--- src/cni_pkg.sv ---
// ----------------------------------------------------------------------------
// Collocation Newmark integrator package
// Shared types, codes, constants and the microcode table of the sequencer.
// ----------------------------------------------------------------------------
package cni_pkg;

    localparam int NUM_DOFS_DEF = 256;
    localparam int DATA_W       = 64;
    localparam int CFG_IDX_W    = 3;
    localparam int PC_W         = 6;

    localparam logic [63:0] FX_ONE  = 64'h0000_0001_0000_0000;
    localparam logic [63:0] FX_HALF = 64'h0000_0000_8000_0000;

    localparam logic [CFG_IDX_W-1:0] CFG_THETA  = 3'd0;
    localparam logic [CFG_IDX_W-1:0] CFG_BETA   = 3'd1;
    localparam logic [CFG_IDX_W-1:0] CFG_GAMMA  = 3'd2;
    localparam logic [CFG_IDX_W-1:0] CFG_REDUCT = 3'd3;
    localparam logic [CFG_IDX_W-1:0] CFG_DT     = 3'd4;

    localparam logic [PC_W-1:0] PC_NEW_STEP = 6'd0;
    localparam logic [PC_W-1:0] PC_UPDATE   = 6'd19;
    localparam logic [PC_W-1:0] PC_COMMIT   = 6'd25;

    typedef enum logic [2:0] {
        CMD_LOAD     = 3'd0,
        CMD_NEW_STEP = 3'd1,
        CMD_UPDATE   = 3'd2,
        CMD_COMMIT   = 3'd3,
        CMD_REVERT   = 3'd4
    } t_cmd;

    typedef enum logic [1:0] {
        STS_OK       = 2'd0,
        STS_THETA    = 2'd1,
        STS_DT       = 2'd2,
        STS_SAT      = 2'd3
    } t_status;

    typedef enum logic [1:0] {
        OP_ADD,
        OP_SUB,
        OP_MUL,
        OP_DIV
    } t_op;

    typedef enum logic [4:0] {
        S_ZERO, S_ONE, S_HALF, S_TH, S_DT, S_SDT, S_B, S_G, S_RED, S_DIN,
        S_WD, S_WV, S_WA, S_CD, S_CV, S_CA, S_C2, S_C3,
        S_T0, S_T1, S_T2, S_T3, S_T4, S_T5, S_T6, S_T7
    } t_src;

    typedef enum logic [3:0] {
        D_T0, D_T1, D_T2, D_T3, D_T4, D_T5, D_T6, D_T7,
        D_WD, D_WV, D_WA, D_C2, D_C3
    } t_dst;

    typedef enum logic [2:0] {
        ST_IDLE,
        ST_READ,
        ST_FETCH,
        ST_ISSUE,
        ST_WAIT,
        ST_WRITE,
        ST_DONE
    } t_state;

    typedef struct packed {
        t_op  op;
        t_src sa;
        t_src sb;
        t_dst dst;
        logic last;
    } t_uop;

    typedef struct packed {
        logic              start;
        t_op               op;
        logic [DATA_W-1:0] a;
        logic [DATA_W-1:0] b;
    } t_alu_req;

    typedef struct packed {
        logic              done;
        logic [DATA_W-1:0] res;
        logic              sat;
    } t_alu_rsp;

    function automatic t_uop uop_rom(logic [PC_W-1:0] pc);
        t_uop u;
        u = '{OP_ADD, S_ZERO, S_ZERO, D_T0, 1'b1};
        unique case (pc)
            // new step
            6'd0:  u = '{OP_MUL, S_TH,   S_DT,   D_T0, 1'b0};
            6'd1:  u = '{OP_MUL, S_B,    S_T0,   D_T1, 1'b0};
            6'd2:  u = '{OP_DIV, S_ONE,  S_T1,   D_T2, 1'b0};
            6'd3:  u = '{OP_MUL, S_G,    S_T2,   D_C2, 1'b0};
            6'd4:  u = '{OP_DIV, S_T2,   S_T0,   D_C3, 1'b0};
            6'd5:  u = '{OP_DIV, S_G,    S_B,    D_T3, 1'b0};
            6'd6:  u = '{OP_SUB, S_ONE,  S_T3,   D_T4, 1'b0};
            6'd7:  u = '{OP_MUL, S_HALF, S_T3,   D_T1, 1'b0};
            6'd8:  u = '{OP_SUB, S_ONE,  S_T1,   D_T1, 1'b0};
            6'd9:  u = '{OP_MUL, S_T0,   S_T1,   D_T5, 1'b0};
            6'd10: u = '{OP_SUB, S_ZERO, S_T2,   D_T6, 1'b0};
            6'd11: u = '{OP_DIV, S_HALF, S_B,    D_T1, 1'b0};
            6'd12: u = '{OP_SUB, S_ONE,  S_T1,   D_T7, 1'b0};
            6'd13: u = '{OP_MUL, S_T4,   S_CV,   D_T1, 1'b0};
            6'd14: u = '{OP_MUL, S_T5,   S_CA,   D_T3, 1'b0};
            6'd15: u = '{OP_ADD, S_T1,   S_T3,   D_WV, 1'b0};
            6'd16: u = '{OP_MUL, S_T7,   S_CA,   D_T1, 1'b0};
            6'd17: u = '{OP_MUL, S_T6,   S_CV,   D_T3, 1'b0};
            6'd18: u = '{OP_ADD, S_T1,   S_T3,   D_WA, 1'b1};
            // update
            6'd19: u = '{OP_MUL, S_RED,  S_DIN,  D_T0, 1'b0};
            6'd20: u = '{OP_ADD, S_WD,   S_T0,   D_WD, 1'b0};
            6'd21: u = '{OP_MUL, S_C2,   S_T0,   D_T1, 1'b0};
            6'd22: u = '{OP_ADD, S_WV,   S_T1,   D_WV, 1'b0};
            6'd23: u = '{OP_MUL, S_C3,   S_T0,   D_T1, 1'b0};
            6'd24: u = '{OP_ADD, S_WA,   S_T1,   D_WA, 1'b1};
            // commit
            6'd25: u = '{OP_DIV, S_ONE,  S_TH,   D_T0, 1'b0};
            6'd26: u = '{OP_SUB, S_TH,   S_ONE,  D_T1, 1'b0};
            6'd27: u = '{OP_DIV, S_T1,   S_TH,   D_T1, 1'b0};
            6'd28: u = '{OP_MUL, S_T0,   S_WA,   D_T0, 1'b0};
            6'd29: u = '{OP_MUL, S_T1,   S_CA,   D_T1, 1'b0};
            6'd30: u = '{OP_ADD, S_T0,   S_T1,   D_WA, 1'b0};
            6'd31: u = '{OP_SUB, S_ONE,  S_G,    D_T0, 1'b0};
            6'd32: u = '{OP_MUL, S_SDT,  S_T0,   D_T0, 1'b0};
            6'd33: u = '{OP_MUL, S_T0,   S_CA,   D_T0, 1'b0};
            6'd34: u = '{OP_ADD, S_CV,   S_T0,   D_T3, 1'b0};
            6'd35: u = '{OP_MUL, S_SDT,  S_G,    D_T0, 1'b0};
            6'd36: u = '{OP_MUL, S_T0,   S_WA,   D_T0, 1'b0};
            6'd37: u = '{OP_ADD, S_T3,   S_T0,   D_WV, 1'b0};
            6'd38: u = '{OP_MUL, S_SDT,  S_SDT,  D_T4, 1'b0};
            6'd39: u = '{OP_MUL, S_CV,   S_SDT,  D_T0, 1'b0};
            6'd40: u = '{OP_ADD, S_CD,   S_T0,   D_T5, 1'b0};
            6'd41: u = '{OP_SUB, S_HALF, S_B,    D_T0, 1'b0};
            6'd42: u = '{OP_MUL, S_T4,   S_T0,   D_T0, 1'b0};
            6'd43: u = '{OP_MUL, S_T0,   S_CA,   D_T0, 1'b0};
            6'd44: u = '{OP_ADD, S_T5,   S_T0,   D_T5, 1'b0};
            6'd45: u = '{OP_MUL, S_T4,   S_B,    D_T0, 1'b0};
            6'd46: u = '{OP_MUL, S_T0,   S_WA,   D_T0, 1'b0};
            6'd47: u = '{OP_ADD, S_T5,   S_T0,   D_WD, 1'b1};
            default: u = '{OP_ADD, S_ZERO, S_ZERO, D_T0, 1'b1};
        endcase
        return u;
    endfunction

endpackage

--- src/cni_alu.sv ---
// ----------------------------------------------------------------------------
// Collocation Newmark integrator arithmetic unit
// Shared saturating Q31.32 add, subtract, 4-pass multiply and bit-serial divide.
// ----------------------------------------------------------------------------
module cni_alu (
    input  logic              i_clk,
    input  logic              i_rst_n,
    input  cni_pkg::t_alu_req i_req,
    output cni_pkg::t_alu_rsp o_rsp
);

    localparam logic [63:0] MIN_VAL = 64'h8000_0000_0000_0000;
    localparam logic [63:0] MAX_VAL = 64'h7FFF_FFFF_FFFF_FFFF;

    logic             r_busy;
    logic             r_done;
    cni_pkg::t_op     r_op;
    logic [6:0]       r_cnt;
    logic [63:0]      r_a;
    logic [63:0]      r_b;
    logic [63:0]      r_res;
    logic             r_sat;
    logic [63:0]      r_pp;
    logic [1:0]       r_ppk;
    logic [127:0]     r_acc;
    logic [64:0]      r_rem;
    logic [63:0]      r_nlo;
    logic [63:0]      r_q;

    logic [63:0]      w_ma;
    logic [63:0]      w_mb;
    logic             w_neg;
    logic [63:0]      w_sum;
    logic [63:0]      w_dif;
    logic [31:0]      w_ma32;
    logic [31:0]      w_mb32;
    logic [127:0]     w_pp_sh;
    logic [127:0]     w_rnd;
    logic [63:0]      w_mmag;
    logic [64:0]      w_rem2;

    function automatic logic [64:0] pack(logic neg, logic [63:0] m);
        logic [64:0] r;
        if (neg) begin
            if (m > MIN_VAL) begin
                r = {1'b1, MIN_VAL};
            end else begin
                r = {1'b0, 64'(~m + 64'd1)};
            end
        end else if (m[63]) begin
            r = {1'b1, MAX_VAL};
        end else begin
            r = {1'b0, m};
        end
        return r;
    endfunction

    assign w_ma  = r_a[63] ? 64'(~r_a + 64'd1) : r_a;
    assign w_mb  = r_b[63] ? 64'(~r_b + 64'd1) : r_b;
    assign w_neg = r_a[63] ^ r_b[63];
    assign w_sum = r_a + r_b;
    assign w_dif = r_a - r_b;
    assign w_ma32 = r_cnt[1] ? w_ma[63:32] : w_ma[31:0];
    assign w_mb32 = r_cnt[0] ? w_mb[63:32] : w_mb[31:0];
    assign w_rnd  = r_acc + 128'h8000_0000;
    assign w_mmag = (w_rnd[127:96] != 32'd0) ? '1 : w_rnd[95:32];
    assign w_rem2 = {r_rem[63:0], r_nlo[63]};

    always_comb begin
        unique case (r_ppk)
            2'd0:    w_pp_sh = 128'(r_pp);
            2'd1:    w_pp_sh = 128'(r_pp) << 32;
            2'd2:    w_pp_sh = 128'(r_pp) << 32;
            default: w_pp_sh = 128'(r_pp) << 64;
        endcase
    end

    always_ff @(posedge i_clk) begin
        if (!i_rst_n) begin
            r_busy <= 1'b0;
            r_done <= 1'b0;
        end else begin
            r_done <= 1'b0;
            if (i_req.start) begin
                r_busy <= 1'b1;
                r_op   <= i_req.op;
                r_a    <= i_req.a;
                r_b    <= i_req.b;
                r_cnt  <= '0;
                r_acc  <= '0;
            end else if (r_busy) begin
                r_cnt <= r_cnt + 7'd1;
                unique case (r_op)
                    cni_pkg::OP_ADD: begin
                        r_busy <= 1'b0;
                        r_done <= 1'b1;
                        if (r_a[63] == r_b[63] && w_sum[63] != r_a[63]) begin
                            r_res <= r_a[63] ? MIN_VAL : MAX_VAL;
                            r_sat <= 1'b1;
                        end else begin
                            r_res <= w_sum;
                            r_sat <= 1'b0;
                        end
                    end
                    cni_pkg::OP_SUB: begin
                        r_busy <= 1'b0;
                        r_done <= 1'b1;
                        if (r_a[63] != r_b[63] && w_dif[63] != r_a[63]) begin
                            r_res <= r_a[63] ? MIN_VAL : MAX_VAL;
                            r_sat <= 1'b1;
                        end else begin
                            r_res <= w_dif;
                            r_sat <= 1'b0;
                        end
                    end
                    cni_pkg::OP_MUL: begin
                        if (r_cnt < 7'd4) begin
                            r_pp  <= 64'(w_ma32) * 64'(w_mb32);
                            r_ppk <= r_cnt[1:0];
                        end
                        if (r_cnt >= 7'd1 && r_cnt <= 7'd4) begin
                            r_acc <= r_acc + w_pp_sh;
                        end
                        if (r_cnt == 7'd5) begin
                            r_busy <= 1'b0;
                            r_done <= 1'b1;
                            {r_sat, r_res} <= pack(w_neg, w_mmag);
                        end
                    end
                    default: begin
                        if (r_cnt == 7'd0) begin
                            r_rem <= {1'b0, 32'd0, w_ma[63:32]};
                            r_nlo <= {w_ma[31:0], 32'd0};
                            r_q   <= '0;
                            if (w_mb == 64'd0) begin
                                r_busy <= 1'b0;
                                r_done <= 1'b1;
                                if (w_ma == 64'd0) begin
                                    {r_sat, r_res} <= 65'd0;
                                end else begin
                                    r_sat <= 1'b1;
                                    r_res <= r_a[63] ? MIN_VAL : MAX_VAL;
                                end
                            end else if ({32'd0, w_ma[63:32]} >= w_mb) begin
                                r_busy <= 1'b0;
                                r_done <= 1'b1;
                                {r_sat, r_res} <= pack(w_neg, '1);
                            end
                        end else if (r_cnt <= 7'd64) begin
                            r_nlo <= {r_nlo[62:0], 1'b0};
                            if (w_rem2 >= {1'b0, w_mb}) begin
                                r_rem <= w_rem2 - {1'b0, w_mb};
                                r_q   <= {r_q[62:0], 1'b1};
                            end else begin
                                r_rem <= w_rem2;
                                r_q   <= {r_q[62:0], 1'b0};
                            end
                        end else begin
                            r_busy <= 1'b0;
                            r_done <= 1'b1;
                            {r_sat, r_res} <= pack(w_neg, r_q);
                        end
                    end
                endcase
            end
        end
    end

    assign o_rsp.done = r_done;
    assign o_rsp.res  = r_res;
    assign o_rsp.sat  = r_sat;

endmodule

--- config.mk ---
export PLATFORM = sky130hd
export DESIGN_NAME = cni_alu
export DESIGN_NICKNAME = d
export VERILOG_FILES = /design/src/cni_pkg.sv /design/src/cni_alu.sv
export SDC_FILE = /design/constraint.sdc
export NUM_CORES = 2
export LEC_CHECK = 0
export ABC_AREA = 1
export BUFFER_PORTS_ARGS = -buffer_cell sky130_fd_sc_hd__buf_4
export CELL_PAD_IN_SITES_DETAIL_PLACEMENT = 0
export CELL_PAD_IN_SITES_GLOBAL_PLACEMENT = 1
export CORE_ASPECT_RATIO = 0.5
export CORE_MARGIN = 10
export CORE_UTILIZATION = 29
export CTS_BUF_LIST = sky130_fd_sc_hd__clkbuf_16
export DETAILED_ROUTE_END_ITERATION = 12
export HOLD_SLACK_MARGIN = 0.05
export PLACE_DENSITY = 0.62
export SYNTH_ARGS = -nofsm -noshare
export SYNTH_HDL_FRONTEND = slang
export SYNTH_SLANG_ARGS = --single-unit
--- constraint.sdc ---
create_clock -name i_clk -period 35.7 [get_ports i_clk]
set_input_delay 5.355 -clock i_clk [delete_from_list [all_inputs] [get_ports i_clk]]
set_output_delay 5.355 -clock i_clk [all_outputs]
set_load 0.03 [all_outputs]
==> impl_metrics.toml <==
[run_status]
outcome = "finished with violations"
violations = "capacitance limit, slew limit"

[finish]
syn_to_final_growth_pct = 9.72
drive_above_1_share_pct = 4.96
fin_nets = 15500
fillers = 36000

[synth]
synthSimpleGateAreaFrac_pct = 25.3
syn_avg_cell_area_um2 = 6.86
synth_top_family_by_area = "adder cells"
yosysUniqueCellTypes = 61
yosys_warnings = 0
yosysTopAreaCell = "fa_1"
synth-xor-area-share_pct = 4.04
synth_mux_area_share_pct = 0
yosys-top-cells-area = "fa_1 19%, edfxtp_1 18%, nand2_1 11%"
synth_nets = 15500
synth-seq-cells = 558
synthArstFlopShare_pct = 0
seq_area_frac_synth_pct = 17.6
ys.flop_type = "edfxtp_1"
synthAdderAreaFrac_pct = 27.3
synth_compound_area_share_pct = 13.0
netlist_area_um2 = 94900
synth_edf_count = 556
yosysTopAreaCellShare_pct = 19.0
synth_cells = 13800

[clock_network]
cts_tree = "yes"
root_buffer = "clkbuf_16"
cts_inserted_buffers = 74
clock_latency_ns = 0.74
htreeDepth = 3
cts-resized-gates = 0
ctsHoldBuffers = 0
clock-sinks = 558
ctsLongestPathBuffers = 3
postCtsSetupRepairBufs = 0
path_clk_slew_ns = 0.06

[placed_design]
hpwl_mm = 403
port_buffers = 198
gp_congestion = 0.993

[floorplanning]
dieArea_um2 = 352000
core-area_um2 = 325000
ioPinCount = 199
start_util_pct = 29.2
num_rows = 148
die_w_um = 829
die_y_um = 424

[setup_path]
crit_required_ns = 36.13
cp_max_fo = 17
end_kind = "register"
rr_worst_depth = 47
arrival_ns = 12.53
slowest_stage = "clkinv_1"
critPathMaxStageDelay_ns = 0.79
cp_common_cell = "nand2_1"
start_kind = "register"
critPathKind = "reg -> reg"

[global_routing]
grt.met3_usage_pct = 4.17
overflow = 0
antenna_found_initial = 27
grt_most_used_layer = "met1"
grt_start_max_net_pins = 129
grt_pass1_wl_mm = 683
track_usage_pct = 26.5
grt_pass1_vias = 91900
grtUsageMet1_pct = 40.1
use_met2_pct = 38.0

[routing]
drtIter0Drc = 11200
wirelength_mm = 486
drc_errors = 0
dr.pass1.iters = 6
vias = 95200
postRouteAntennaNets = 0
viasPerCell = 5.21
post_drt_wl_per_cell_um = 26.6

[sta]
tightestPinTransition_ns = 1.54
max_freq_ghz = 0.0826
tns_ns = 0
setup_viol = 0
finalMaxSlewViolations = 4
timing.final.crit_share_pct = 33.9
clock-skew-final_ns = 0.0729
rsz0062_at_grt = "no"
slew_headroom_pct = -3.79
fin_crit_ns = 12.10
finalHoldViolCount = 0

[hold_path]
hold_path_depth = 2
hold_path_class = "reg -> reg"

[flow_run]
drv_cap = 1
==> final cells by class <==
cell class / count / area [um^2] / share of cell area (%)
Antenna cell: 4 / 10.0 / 0.00962
Clock buffer: 74 / 1850 / 1.78
Clock inverter: 57 / 574 / 0.552
Inverter: 2758 / 10400 / 9.95
Multi-Input combinational cell: 10100 / 66300 / 63.7
Sequential cell: 558 / 16700 / 16.1
Tap cell: 4350 / 5440 / 5.23
Timing Repair Buffer: 367 / 2770 / 2.66
==> through the flow <==
stage | area (um^2) | setup slack [ns] | cells | hold slack [ns] | util (%)
CTS | 104000 | 23.85 | 18300 | 0.513 | 32.0
detailed placement | 102000 | 23.88 | 18100 | 0.512 | 31.2
floorplan | 94900 | 16.40 | 13800 | 0.494 | -
finish | 104000 | 23.60 | 18300 | 0.527 | 32.0
global route | 104000 | 23.10 | 18300 | 0.557 | 32.0
global placement | 102000 | 24.00 | 18100 | 0.505 | 31.2
==> cells in the mapped netlist, drive strengths merged, types with 24 or more instances <==
cell type  count
o21ai        721
fa           901
inv         2740
ha           627
nand3        463
o21bai        24
a21oi       1027
nand4         95
or2           39
a221oi        48
xor2         331
nor3         155
nor2        2234
edfxtp       556
o21a          89
a31oi        138
clkbuf       352
nand3b        26
xnor2        106
nand2       2787
buf           66
o22ai         55
nor4          74
a21boi        25
==> placed cells by master, fill, tap and decap left out, drive strengths merged, types with 3 or more instances in the layout <==
cell type,synthesis,final
ha,627,627
inv,2740,2760
a21boi,25,25
nor3,155,155
o211ai,20,20
bufinv,0,5
o22ai,55,55
a221oi,48,48
a31oi,138,138
o2111ai,9,9
nand3b,26,26
nor3b,8,8
o221ai,21,21
nor4,74,74
xor2,331,331
o31ai,7,7
nand3,463,463
a21oi,1027,1027
clkbuf,352,74
o21ai,721,721
nand4,95,95
o311ai,3,3
xnor2,106,106
o221a,4,4
clkinv,18,43
a211oi,21,21
o21a,89,89
edfxtp,556,556
nand2,2787,2787
o21bai,24,24
diode,0,4
and3,5,5
buf,66,367
nor2,2234,2234
clkinvlp,0,7
and2,8,8
or2,39,39
fa,901,901
a21o,14,14
==> worst max-delay path: cells and delay by family (launching register included) <==
family | cells | cell delay [ns]
adders and majority gates | 10 | 4.25
and+or+nand+nor | 20 | 3.19
AOI/OAI and AO/OA | 8 | 2.14
buffers and inverters | 8 | 1.54
DFF | 1 | 0.54
xor gates and xnor gates | 1 | 0.10
==> flip-flops by register name, indices dropped and copies added, names as in the netlist <==
name / count
r_ppk: 2
r_a: 64
r_busy: 1
r_pp: 64
r_op: 2
r_b: 64
r_res: 64
r_nlo: 32
r_rem: 64
r_q: 64
r_cnt: 7
r_done: 1
r_sat: 1
r_acc: 128
==> routing by layer <==
metal | wire length (um) | vias to the layer above
li1 | - | 43500
met1 | 232000 | 47000
met2 | 195000 | 4149
met3 | 41100 | 547
met4 | 17500 | 12
met5 | 83 | -
==> kinds of logic after synthesis <==
group,Yosys count
DFF,558
adders and majority gates,1528
and+or+nand+nor,5897
buffers and inverters,3176
xor gates and xnor gates,437
AOI/OAI and AO/OA,2236
==> worst paths after layout <==
kind	endpoint	slack [ns]	from
setup / recovery	r_pp[55]$_DFFE_PP_	23.60	r_b[0]$_DFFE_PP_
hold / removal	r_nlo[41]$_DFFE_PP_	0.53	r_nlo[40]$_DFFE_PP_
setup reg to reg	r_pp[55]$_DFFE_PP_	23.60	r_b[0]$_DFFE_PP_
hold reg to reg	r_nlo[41]$_DFFE_PP_	0.53	r_nlo[40]$_DFFE_PP_
Power is left out: the tool's default activity adds up to more than one toggle a clock period on the data nets, which glitch-free logic cannot reach.
